$ cat config.mk
export PLATFORM = sky130hd
export DESIGN_NAME = opfc_queue
export DESIGN_NICKNAME = d
export VERILOG_FILES = /design/src/hdl/opfc_pkg.sv /design/src/hdl/opfc_queue.sv
export SDC_FILE = /design/constraint.sdc
export NUM_CORES = 1
export LEC_CHECK = 0
export BUFFER_PORTS_ARGS = -buffer_cell sky130_fd_sc_hd__buf_2
export CELL_PAD_IN_SITES_DETAIL_PLACEMENT = 1
export CELL_PAD_IN_SITES_GLOBAL_PLACEMENT = 1
export CORE_MARGIN = 1.5
export CORE_UTILIZATION = 25
export DETAILED_ROUTE_END_ITERATION = 10
export PLACE_DENSITY = 0.43
export SETUP_SLACK_MARGIN = 0.2
export SYNTH_ARGS = -nofsm -noshare
export SYNTH_HDL_FRONTEND = slang
export SYNTH_SLANG_ARGS = --single-unit
$ cat constraint.sdc
create_clock -name clk -period 10.85 [get_ports clk]
set_input_delay 0 -clock clk [delete_from_list [all_inputs] [get_ports clk]]
set_output_delay 0 -clock clk [all_outputs]
set_load 0.05 [all_outputs]
$ cat src/hdl/opfc_pkg.sv
package opfc_pkg;

  // CORDIC and datapath widths
  localparam int CORDIC_ITERATIONS = 16;
  localparam int SQRT_STAGES       = 32;
  localparam int CW                = 38;  // CORDIC vector and position lanes
  localparam int ZW                = 28;  // Q.24 angle accumulator
  localparam int EW                = 30;  // wrapped yaw difference
  localparam int RW                = 36;  // robot-frame position error
  localparam int HW                = 20;  // Q3.13 yaw error, full range
  localparam int PW                = 56;  // command product and rounding
  localparam int MW                = CW + 32;
  localparam int HE_SHIFT          = 11;
  localparam int LIN_SHIFT         = 8;
  localparam int TURN_SHIFT        = 5;

  localparam int ANG_PI     = 52707179;
  localparam int ANG_TWO_PI = 105414358;
  localparam logic signed [30:0] CORDIC_K = 31'sd652032874;  // Q1.30

  localparam logic [19:0] POS_DEADBAND_MIN = 20'd66;
  localparam logic [14:0] YAW_DEADBAND_MIN = 15'd8;

  localparam logic [23:0] ATAN_TABLE [25] = '{
    24'd13176795, 24'd7778716, 24'd4110060, 24'd2086331, 24'd1047214,
    24'd524117, 24'd262123, 24'd131069, 24'd65536, 24'd32768, 24'd16384,
    24'd8192, 24'd4096, 24'd2048, 24'd1024, 24'd512, 24'd256, 24'd128,
    24'd64, 24'd32, 24'd16, 24'd8, 24'd4, 24'd2, 24'd1
  };

  // Queue between front and back
  localparam int QUEUE_DEPTH = 4;
  localparam int QA          = $clog2(QUEUE_DEPTH);

  // Register map
  localparam logic [7:0] REG_POSITION_TOLERANCE = 8'd0;
  localparam logic [7:0] REG_HEADING_TOLERANCE  = 8'd1;
  localparam logic [7:0] REG_LINEAR_GAIN        = 8'd2;
  localparam logic [7:0] REG_LINEAR_MIN_COMMAND = 8'd3;
  localparam logic [7:0] REG_LINEAR_MAX_COMMAND = 8'd4;
  localparam logic [7:0] REG_TURN_GAIN          = 8'd5;
  localparam logic [7:0] REG_TURN_MIN_COMMAND   = 8'd6;
  localparam logic [7:0] REG_TURN_MAX_COMMAND   = 8'd7;

  typedef struct packed {
    logic [19:0] position_tolerance;
    logic [14:0] heading_tolerance;
    logic [15:0] linear_gain;
    logic [19:0] linear_min_command;
    logic [19:0] linear_max_command;
    logic [15:0] turn_gain;
    logic [19:0] turn_min_command;
    logic [19:0] turn_max_command;
  } cfg_t;

  // Classified item: saturated position error and quaternion products
  typedef struct packed {
    logic signed [31:0] dx;
    logic signed [31:0] dy;
    logic signed [31:0] n_wz;
    logic signed [31:0] n_xy;
    logic signed [31:0] n_yy;
    logic signed [31:0] n_zz;
    logic signed [31:0] g_wz;
    logic signed [31:0] g_xy;
    logic signed [31:0] g_yy;
    logic signed [31:0] g_zz;
  } front_t;

  // Minimum magnitude, symmetric clamp and deadband on a rounded command
  function automatic logic signed [20:0] finish_cmd(
    input logic signed [PW-1:0] c,
    input logic                 neg,
    input logic                 dead,
    input logic [19:0]          mn,
    input logic [19:0]          mx
  );
    logic signed [PW-1:0] r;
    logic signed [PW-1:0] ac;
    logic signed [PW-1:0] mns;
    logic signed [PW-1:0] mxs;
    ac  = (c < 0) ? -c : c;
    mns = $signed({{(PW-20){1'b0}}, mn});
    mxs = $signed({{(PW-20){1'b0}}, mx});
    r   = c;
    if (ac < mns) r = neg ? -mns : mns;
    if (r > mxs) r = mxs;
    else if (r < -mxs) r = -mxs;
    if (dead) r = '0;
    return r[20:0];
  endfunction

endpackage

$ cat src/hdl/opfc_queue.sv
module opfc_queue (
  input  logic             clk,
  input  logic             rst,
  input  logic             in_valid,
  output logic             in_ready,
  input  opfc_pkg::front_t in_item,
  output logic             out_valid,
  input  logic             out_ready,
  output opfc_pkg::front_t out_item
);
  import opfc_pkg::*;

  front_t        mem [QUEUE_DEPTH];
  logic [QA-1:0] wr_ptr, rd_ptr;
  logic [QA:0]   count;
  logic          push, pop;

  assign in_ready  = (count != (QA+1)'(QUEUE_DEPTH));
  assign out_valid = (count != '0);
  assign out_item  = mem[rd_ptr];
  assign push      = in_valid && in_ready;
  assign pop       = out_valid && out_ready;

  // Pointers and fill level
  always_ff @(posedge clk) begin
    if (rst) begin
      wr_ptr <= '0;
      rd_ptr <= '0;
      count  <= '0;
    end else begin
      if (push) wr_ptr <= wr_ptr + 1'b1;
      if (pop) rd_ptr <= rd_ptr + 1'b1;
      if (push && !pop) count <= count + 1'b1;
      else if (pop && !push) count <= count - 1'b1;
    end
  end

  always_ff @(posedge clk) begin
    if (push) begin
      mem[wr_ptr] <= in_item;
    end
  end

endmodule

* Word level (Yosys, flattened, before mapping)
Memory sizes are Yosys's and may differ from the RTL's. A register that Yosys moved wholly into a read port is not among the register bits. Index checks and enable logic that the tools add are counted. W data, S select, Z words.
Cells by class: $add $sub $neg 4, multiply operators 0, div/mod/pow operators 0, $lt $le $gt $ge 0, eq/ne operators 1, shift operators 0, multiplexer cells 6, bitwise logic cells 0, reductions and logical operators 8
Operators by type and width (count):
- $mux W3 | 2
- $add A2 B1 Y2 const B | 2
- $logic_and A1 B1 Y1 | 4
- $mux W2 | 2
- $add A3 B1 Y3 const B | 1
- $ne A3 B3 Y1 const B | 1
- $reduce_bool A3 Y1 | 1
- $sub A3 B1 Y3 const B | 1
- $logic_not A1 Y1 | 2
- $mux W1 | 2
- $reduce_bool A2 Y1 | 1
Storage, ports and cells: register bits after elaboration 7, bits in latches 0, memory bits (writable) 1280, memory bits (read-only) 0, bits of input ports 324, output and inout port bits 322, logic and storage cells 23, memories 1
Memories:
- mem | words 4, bits a word 320, read ports 1, clocked after memory_dff 1, write ports 1, RTL line opfc_queue.sv:13 | front_t mem [QUEUE_DEPTH];

* Logic depth before layout (Yosys ltp)
Gate-level depths: netlist (run 1).
word-level depth 6, gate-level depth with buffers 8, depth with buffers taken out 8

* Worst setup path after synthesis (run 1)
No wires, ideal clock.
kind register -> register, start register count[0], end memory mem[0][0] (netlist bit), enable pin, library setup time 723 ps, data arrival time 8053 ps, data required time 10127 ps, setup slack 2074 ps, stages on the path, launching flop included 4, path buffers 0, clock period less this slack 8776 ps, cell sequence dfxtp_1 > nor2_1 > a21boi_2 > and2_1
On the way: cells in the longest elaborated chain, start to end 4
Ends and longest elaborated chain:
- start: declaration | RTL line opfc_queue.sv:15 | logic [QA:0] count;
- start signal: assignment | RTL line opfc_queue.sv:33 | if (push && !pop) count <= count + 1'b1;
- start signal: assignment | RTL line opfc_queue.sv:34 | else if (pop && !push) count <= count - 1'b1;
- $ne A3 B3 Y1 | RTL line opfc_queue.sv:18 | assign in_ready = (count != (QA+1)'(QUEUE_DEPTH));
- $logic_and A1 B1 Y1 | RTL line opfc_queue.sv:21 | assign push = in_valid && in_ready;
- via push | RTL line opfc_queue.sv:16 | logic push, pop;
- $mux W1 | RTL line opfc_queue.sv:39 | if (push) begin
- $mux W1 (not written as such) | RTL line opfc_queue.sv:40 | mem[wr_ptr] <= in_item;
- end: declaration | RTL line opfc_queue.sv:13
The timed path passes the listed nets, and every way through them passes these cells.

==> qor.csv, run 1 <==
metric,value,unit
outcome,"complete, no violations",
die_height,436,um
routedWlPerCell,22.0,um
ir_drop,0.142,mV
path_max_fanout,91,
track_usage,13.2,%
synthDominantCellAreaShare,81.8,%
fp.dieW,436,um
min_period,4.29,ns
cts_sinks,1289,
relSlewSlack,19.7,%
power.leakage,21.2,nW
post-dp-hpwl,76900,um
finalClockSkew,0.0367,ns
synth.area.top_cells,"edfxtp_1 82%, mux4_2 15%, buf_12 1.4%",
cts-root-buf,clkbuf_16,
wl_met3,6130,um
drt_iter0_drc,1116,
dr.pass1.iters,4,
postCtsSetupBuffers,0,
gr-total-overflow,0,
hold_end,mem[0][250]$_DFFE_PP_,
grt_setup_unrepaired,false,
grt_pass1_vias,26800,
nets,3425,
clockBufferDepth,3,
min_path_cells,2,
setup_slack,6.56,ns
crit_path_end_kind,primary output,
synth_top_cell_by_area,edfxtp_1,
drt-met1-wl,47400,um
synth_area_per_cell,27.3,um^2
postLayoutCellArea,63600,um^2
most-common-layout-cells,"1280 x edfxtp_1, 645 x buf_2, 629 x dlygate4sd3_1, 320 x mux4_2, 149 x clkbuf_16",
grt_first_pass_wirelength,185000,um
ant_nets,0,
slowest_delay,0.74,ns
grt_antenna_before_repair,16,
drive_gt1_share,37.1,%
area_delta_synth_final,35.4,%
netlist_area,47000,um^2
fin_crit_sh,39.6,%
ys_types,24,
placementRows,158,
clock_latency,0.79,ns
start_util,25.2,%
crit_family,buffers and inverters,
clk_pin_slew,0.06,ns
critPathLaunchType,flip-flop,
detailed_place.area,52800,um^2
drc,0,
cts_hold_buf,629,
final_common_cell,edfxtp_1,
cts_resized,0,
drt_wl_total,125000,um
setup_viol,0,
via_per_inst,4.12,
cts_tree,done,
wl_met2,66800,um
crit_buf_inv,4,
port_buffers,645,
tightest_slew,1.20,ns
cts-htree-levels,4,
syn_inst,1720,
r2r_setup_slack,7.47,ns
dieArea,190000,um^2
slew_violations,0,
gp_congestion,0.733,
hp-start,in_item[250],
path_class,reg -> out,
timing.rr.end,mem[2][174]$_DFFE_PP_,
crit_required,10.85,ns
dr_total_vias,23500,
grt_max_degree,113,
hold_viol_final,0,
path_common_cell,buf_4,
coreArea,186000,um^2
fin_setup_tns,0,ns
worstPathCellList,buf_4 -> buf_12 -> buf_4 -> mux4_2 -> buf_2,
routed.top_layer,met5,
ff2ff_path_depth,5,
dp_slack,7.15,ns
pwr_density_cell,251,nW/um^2
fmax,233,MHz
power,0.0160,W
ys_warn_count,0,
cts_made_buffers,147,
synth.net_count,2050,
num_io_pins,646,
hold_path_class,in -> reg,
ys_seq_area_share,82.2,%
crit_arrival,4.29,ns
reg2reg_from,count[0]$_SDFFE_PP0P_,
ys_seq_elements,1289,
slowest_stage,buf_4,
maxCapViolations,0,
==> worst reg2reg max path: stages, from the launching register on <==
cell	delay, ns
dfxtp_1	0.46
nor2_1	0.12
a21boi_2	0.34
and2_4	0.47
buf_4	0.74
buf_12	0.62
==> metal layers <==
| metal | track usage [%] | vias up |
|---|---|---|
| li1 | - | 10300 |
| met2 | 23.8 | 573 |
| met3 | 3.38 | 213 |
| met5 | 0 | - |
| met1 | 14.7 | 12400 |
| met4 | 5.44 | 12 |
==> cells by family (layout without fill, tap and decap cells) <==
group / count (synthesis) / in the layout / share of synthesized area [%]
buf+inv: 76 / 1567 / 1.86
mux: 323 / 323 / 15.4
xor+xnor: 4 / 4 / 0.0746
simple gates: 17 / 17 / 0.178
compound gates: 5 / 5 / 0.0799
other cells: 0 / 7 / 0
fa+ha+maj: 6 / 6 / 0.176
flops: 1289 / 1289 / 82.2
==> report_power, final <==
group	switching (W)	internal, W	total (W)	leakage, nW
logic	0.00363	0.00152	0.00515	7.15
clock network	0.00199	0.00264	0.00464	2.19
registers	0.000119	0.00605	0.00617	11.8
==> worst max-delay path by stage <==
stage	cells after the start	to
after detailed placement	5	out_item[171]
after floorplan	3	mem[0][0]$_DFFE_PP_
after global routing	5	out_item[171]
final	5	out_item[171]
after global placement	5	out_item[174]
after CTS	5	out_item[171]
==> sequential cells by signal (all words and copies together) (netlist names), named ones only <==
name and count:
mem 1280, count 3, rd_ptr 2, wr_ptr 2
==> per-stage QoR <==
stage | cells | hold WS [ns] | util [%]
after floorplan | 1720 | 0.0989 | -
after global placement | 4797 | 0.208 | 28.4
after detailed placement | 4797 | 0.217 | 28.4
after CTS | 5691 | 0.000289 | 34.2
after global routing | 5695 | 0.0187 | 34.2
final | 5698 | 0.0607 | 34.2
==> area by class of cell <==
| class | instances | area, um^2 |
|---|---|---|
| flip-flops and latches | 1289 | 38600 |
| multi-input cells | 355 | 7490 |
| inverters | 3 | 11.3 |
| clock buffers | 198 | 3980 |
| clock inverters | 67 | 520 |
| well taps | 2480 | 3100 |
| repair buffers | 1299 | 9850 |
| fillers | 18600 | 122000 |
| diodes | 7 | 17.5 |
==> cell usage after synthesis (all sizes together) <==
library cell / count
edfxtp: 1280
mux4: 320
buf: 67
dfxtp: 9
nor2: 8
clkbuf: 6
ha: 5
and2: 4
xor2: 4
inv: 3
mux2i: 2
nand2b: 2
or3: 2
a21boi: 1
a21oi: 1
fa: 1
mux2: 1
nand2: 1
o21ai: 1
o311ai: 1
o31ai: 1
(Power assumes the default switching activity.)
==> run 2, diff against run 1 <==
--- a/config.mk
+++ b/config.mk
@@ -5,13 +5,14 @@
 export SDC_FILE = /design/constraint.sdc
 export NUM_CORES = 1
 export LEC_CHECK = 0
+export ABC_AREA = 1
 export BUFFER_PORTS_ARGS = -buffer_cell sky130_fd_sc_hd__buf_2
 export CELL_PAD_IN_SITES_DETAIL_PLACEMENT = 1
 export CELL_PAD_IN_SITES_GLOBAL_PLACEMENT = 1
 export CORE_MARGIN = 1.5
 export CORE_UTILIZATION = 25
 export DETAILED_ROUTE_END_ITERATION = 10
-export PLACE_DENSITY = 0.43
+export PLACE_DENSITY = 0.45
 export SETUP_SLACK_MARGIN = 0.2
 export SYNTH_ARGS = -nofsm -noshare
 export SYNTH_HDL_FRONTEND = slang
==> constraint.sdc (replaced) <==
create_clock -name clk -period 4.37 [get_ports clk]
set_input_delay 0 -clock clk [delete_from_list [all_inputs] [get_ports clk]]
set_output_delay 0 -clock clk [all_outputs]
set_load 0.05 [all_outputs]
==> run 2 against run 1 <==
Against the previous run: critical path depth is the same; routed wire length is 19% higher; synthesized cell count up 84%; global-route usage up 1.9 points; non-clock buffer count up 50; sequential share of layout area fell by 1.3 points; clock skew fell by 0.017 ns; synthesized area rose by 1.7%.
==> qor.csv, run 2 <==
metric,value,unit
outcome,"complete, no violations",
path_max_fanout,193,
synth_area_per_cell,15.1,um^2
fmax,296,MHz
drive_gt1_share,20.2,%
via_per_inst,4.41,
cts_resized,0,
multiInputGateArea,7930,um^2
grt_setup_unrepaired,false,
ys_seq_elements,1289,
ff2ff_path_depth,5,
fin_setup_tns,0,ns
worst_hold_slack,0.0775,ns
slew_violations,0,
grt_pass1_vias,33000,
ys_warn_count,0,
clock_latency,0.79,ns
port_buffers,645,
netlist_area,47700,um^2
drc,0,
hold_viol_final,0,
postCtsSetupBuffers,0,
power,0.0410,W
grt.met3_usage,3.64,%
post-dp-hpwl,89700,um
nets,4782,
timing.rr.end,mem[3][84]$_DFFE_PP_,
cts_tree,done,
synthDominantCellAreaShare,80.5,%
biggestRegsByFlops,"mem: 1280 flops, count: 3 flops",
clk_pin_slew,0.06,ns
placementRows,160,
synth_flop_cell,edfxtp_1,
min_period,3.38,ns
yosysMostFrequentCell,edfxtp_1,
finalClockSkew,0.0196,ns
fillers,20100,
fin_crit_sh,77.3,%
detailed_place.area,54000,um^2
setup_viol,0,
ant_nets,0,
postLayoutCoreUtil,34.2,%
routedWlPerCell,20.9,um
crit_arrival,3.38,ns
ys_types,20,
cts_made_buffers,151,
ys_seq_area_share,80.9,%
cts_sinks,1289,
pwr_density_cell,630,nW/um^2
cts-root-buf,clkbuf_16,
crit_end,out_item[116],
largest-register,mem,
use_met2,25.6,%
async_flop_share,0,%
dieArea,194000,um^2
gp_congestion,0.731,
dr_total_vias,31300,
syn_inst,3162,
clockBufferDepth,3,
final_common_cell,edfxtp_1,
num_io_pins,646,
critPathLaunchType,flip-flop,
synth.net_count,3492,
reg2reg_from,wr_ptr[0]$_SDFFE_PP0P_,
synth_edf_count,1280,
grt-busiest-layer,met2,
track_usage,15.1,%
r2r_setup_slack,2.10,ns
ir_drop,0.415,mV
relSlewSlack,40.9,%
grt_antenna_before_repair,28,
drt_iter0_drc,1342,
synth_top_cell_by_area,edfxtp_1,
area_delta_synth_final,36.2,%
die_height,440,um
synth.area.top_cells,"edfxtp_1 80%, nor2_1 5.1%, o22ai_1 4.2%",
crit_path_end_kind,primary output,
grt_max_degree,194,
drt_wl_total,149000,um
cts-htree-levels,4,
synthTopCellsByCount,"1280 x edfxtp_1, 654 x nor2_1, 361 x o21ai_0, 320 x o22ai_1, 280 x o21ai_1",
grt_first_pass_wirelength,220000,um
grt_use_met1,18.4,%
fp.dieW,440,um
coreArea,190000,um^2
postLayoutCellArea,65000,um^2
path_class,reg -> out,
crit_required,4.37,ns
maxCapViolations,0,
most-common-layout-cells,"1280 x edfxtp_1, 649 x nor2_1, 645 x buf_2, 633 x dlygate4sd3_1, 361 x o21ai_0",
power.leakage,22.5,nW
tightest_slew,0.887,ns
hold_path_class,in -> reg,
register_area,38600,um^2
largest_reg_flops,1280,
start_util,25.1,%
dr.pass1.iters,5,
gr-total-overflow,0,
## run 2: what timing repair did
item / in CTS / in global routing
hold buffers: 633 / 0
endpoints found under the hold margin: 1388 / 0
setup endpoints to repair: 0 / 0
## run 2: how the worst min path moves through the flow
stage,to,startpoint,slack [ns],cells after the start
2_1_floorplan,count[0]$_SDFFE_PP0P_,rst,0.06,1
3_3_place_gp,mem[3][87]$_DFFE_PP_,in_item[87],0.22,1
3_5_place_dp,mem[3][283]$_DFFE_PP_,in_item[283],0.22,1
4_1_cts,mem[1][80]$_DFFE_PP_,in_item[80],0.0004,2
5_1_grt,mem[2][310]$_DFFE_PP_,in_item[310],0.03,2
6_report,mem[1][186]$_DFFE_PP_,in_item[186],0.08,2
## run 2: kinds of logic (layout without fill, tap and decap cells)
group,after synthesis,after routing,share of synthesized area [%]
fa+ha+maj,6,6,0.173
flops,1289,1289,80.9
compound gates,964,964,10.9
other cells,0,15,0
xor+xnor,1,1,0.0183
simple gates,674,674,5.32
buf+inv,228,1634,2.68
## run 2: power by group
part	internal [W]	leakage, nW	switching (W)
logic	0.00292	8.45	0.0107
registers	0.0150	11.8	0.000337
clock network	0.00696	2.27	0.00509
total	0.0249	22.5	0.0161
## run 2: per-stage QoR
| stage | worst slack [ns] | std cells |
|---|---|---|
| CTS | 0.843 | 7079 |
| finish | 0.991 | 7094 |
| global placement | 1.78 | 6177 |
| global route | 0.665 | 7093 |
| floorplan | -1.43 | 3162 |
| detailed placement | 1.74 | 6177 |
## run 2: critical path: stages (launching register included)
cell	delay, ns
dfxtp_4	0.73
clkinv_16	0.58
buf_4	0.58
o21ai_1	0.25
o22ai_1	0.11
buf_2	0.23
## run 2: per-layer routing
layer | up-vias | part of all wire, %
li1 | 14700 | -
met1 | 15800 | 42
met2 | 575 | 49
met3 | 236 | 4.7
met4 | 14 | 3.5
met5 | - | 0.054
## run 2: layout make-up
cell class / count / area share [%]
clock inverters: 74 / 1.10
multi-input cells: 1645 / 12.2
well taps: 2511 / 4.83
repair buffers: 1349 / 16.2
flip-flops and latches: 1289 / 59.4
inverters: 16 / 0.144
diodes: 15 / 0.0577
clock buffers: 195 / 6.10
==> run 3, diff against run 2 <==
--- a/config.mk
+++ b/config.mk
@@ -5,14 +5,14 @@
 export SDC_FILE = /design/constraint.sdc
 export NUM_CORES = 1
 export LEC_CHECK = 0
-export ABC_AREA = 1
+export ABC_AREA = 0
 export BUFFER_PORTS_ARGS = -buffer_cell sky130_fd_sc_hd__buf_2
 export CELL_PAD_IN_SITES_DETAIL_PLACEMENT = 1
 export CELL_PAD_IN_SITES_GLOBAL_PLACEMENT = 1
 export CORE_MARGIN = 1.5
 export CORE_UTILIZATION = 25
 export DETAILED_ROUTE_END_ITERATION = 10
-export PLACE_DENSITY = 0.45
+export PLACE_DENSITY = 0.44
 export SETUP_SLACK_MARGIN = 0.2
 export SYNTH_ARGS = -nofsm -noshare
 export SYNTH_HDL_FRONTEND = slang
==> constraint.sdc (replaced) <==
create_clock -name clk -period 2.71 [get_ports clk]
set_input_delay 0 -clock clk [delete_from_list [all_inputs] [get_ports clk]]
set_output_delay 0 -clock clk [all_outputs]
set_load 0.05 [all_outputs]
==> run 3 against run 2 <==
Against the previous run: via count is 23% lower; hold slack worse by 0.011 ns; register-to-register slack worse by 1.7 ns; largest power group is now combinational cells; sequential power is 60% higher; routed wire length is 9.9% lower; count of clock-buffer cells in the layout is 20 lower; total power is 70% higher; core utilization is 1.7 points higher; setup slack worse by 0.77 ns.
==> qor.csv, run 3 (same netlist as run 1, synthesis figures left out) <==
metric,value,unit
outcome,"complete, no violations",
crit_path_end_kind,primary output,
dr_total_vias,24100,
grt_max_degree,76,
path_max_fanout,5,
reg2reg_from,count[1]$_SDFFE_PP0P_,
worstPathCellList,buf_12 -> buf_12 -> buf_12 -> buf_16 -> mux4_2 -> buf_12,
dieArea,190000,um^2
slowest_delay,0.54,ns
num_io_pins,646,
nets,3506,
drive_gt1_share,39.7,%
gr-total-overflow,0,
grt_pass1_vias,27200,
power.leakage,22.5,nW
maxCapViolations,0,
grt_first_pass_wirelength,192000,um
fin_crit_sh,92.0,%
min_period,2.49,ns
grt_setup_unrepaired,true,
biggestRegsByFlops,"mem: 1280 flops, count: 3 flops",
post-dp-hpwl,82200,um
slew_violations,0,
ir_drop,0.710,mV
dr.pass1.iters,5,
clockBufferDepth,3,
drt_wl_total,134000,um
timing.rr.end,count[2]$_SDFFE_PP0P_,
ant_nets,0,
hold_path_class,in -> reg,
hold_end,mem[3][181]$_DFFE_PP_,
combPwrFrac,36.8,%
hold_viol_final,0,
cts_sinks,1289,
area_delta_synth_final,42.2,%
dpl.cell_count,4841,
coreArea,186000,um^2
via_per_inst,4.17,
crit_family,buffers and inverters,
cts-root-buf,clkbuf_16,
hp-start,in_item[181],
routedWlPerCell,23.2,um
pwr_density_cell,1040,nW/um^2
worst_hold_slack,0.0662,ns
clk_pin_slew,0.06,ns
intPower,0.0453,W
fin_cells,5778,
detailed_place.area,53600,um^2
sw_frac_of_total,35.1,%
crit_required,2.71,ns
most-common-layout-cells,"1280 x edfxtp_1, 609 x dlygate4sd3_1, 451 x buf_2, 320 x mux4_2, 155 x clkbuf_16",
largest-register,mem,
die_height,436,um
crit_arrival,2.49,ns
fp.dieW,436,um
setup_viol,0,
min_path_cells,2,
cts-htree-levels,4,
grt_antenna_before_repair,17,
finalClockSkew,0.0254,ns
p_seq_share,35.4,%
path_class,reg -> out,
drt_iter0_drc,1200,
tightest_slew,0.753,ns
final_common_cell,edfxtp_1,
crit_buf_inv,5,
track_usage,13.9,%
clock_latency,0.77,ns
cts_made_buffers,148,
gp_congestion,0.731,
fmax,401,MHz
p_sw,0.0244,W
cts_tree,done,
slowest_stage,mux4_2,
ff2ff_path_depth,7,
clockPowerShare,27.9,%
postLayoutCellArea,66800,um^2
start_util,25.2,%
critPathLaunchType,flip-flop,
placementRows,158,
r2r_setup_slack,0.43,ns
relSlewSlack,49.8,%
path_common_cell,buf_12,
port_buffers,645,
largest_reg_flops,1280,
drc,0,
run 3: changes by cell type in the layout (fill, tap and decap cells not counted), sizes merged, moves of 4 or more:
| cell | change |
|---|---|
| clkbuf | -16 |
| dlygate4sd3 | -24 |
| and2 | +4 |
| diode | -6 |
| o22ai | -320 |
| nor2 | -646 |
| nand3 | -4 |
| inv | -15 |
| o21ai | -640 |
| clkinv | +14 |
| nand2 | -14 |
| buf | +49 |
| mux4 | +320 |
run 3: cell type report:
type	count	area, um^2
timing repair buffer	1379	12800
clock buffer	175	3870
antenna	9	22.5
tap	2480	3100
clock inverter	88	872
inverter	3	11.3
fill	18300	119000
sequential	1289	38600
multi-input combinational	355	7500
run 3: per-layer routing:
metal	global-route usage [%]	share of wire, %
met1	15.8	38
met2	24.8	53
met3	3.48	4.8
met4	5.51	3.9
met5	0	0.013
run 3: how the worst max path moves through the flow:
stage	slack, ns	to	cells past startpoint
floorplan	-0.63	mem[0][0]$_DFFE_PP_	3
global placement	0.38	count[2]$_SDFFE_PP0P_	7
detailed placement	0.45	count[2]$_SDFFE_PP0P_	7
CTS	0.09	out_item[161]	5
global route	0.10	out_item[208]	6
finish	0.22	out_item[241]	6
run 3: power by group through the flow:
| stage | combinational [W] | sequential (W) | clock [W] |
|---|---|---|---|
| 2_1_floorplan | 0.0157 | 0.0250 | 0 |
| 3_3_place_gp | 0.0209 | 0.0250 | 0 |
| 3_5_place_dp | 0.0210 | 0.0251 | 0 |
| 4_1_cts | 0.0254 | 0.0247 | 0.0201 |
| 5_1_grt | 0.0267 | 0.0248 | 0.0207 |
| 6_report | 0.0256 | 0.0246 | 0.0194 |
run 3: worst register-to-register path, cell delays in order (launching register included):
cell	delay, ns
dfxtp_4	0.37
o31ai_1	0.39
ha_1	0.27
inv_1	0.07
fa_1	0.38
xor2_1	0.17
or3_1	0.33
a21oi_1	0.22
run 3: what timing repair did:
action	CTS	global route
gates resized for setup	264	171
setup endpoints to repair	311	214
hold buffers	609	0
gates cloned	26	4
endpoints found under the hold margin	1333	0
buffers inserted	24	2
run 3: through the flow:
stage | setup WS [ns] | power [W] | util, % | setup TNS (ns)
floorplan | -0.631 | 0.0407 | - | -807.50
global placement | 0.378 | 0.0459 | 28.8 | 0
detailed placement | 0.453 | 0.0461 | 28.8 | 0
CTS | 0.0852 | 0.0702 | 35.6 | 0
global route | 0.104 | 0.0722 | 35.9 | 0
finish | 0.216 | 0.0697 | 35.9 | 0
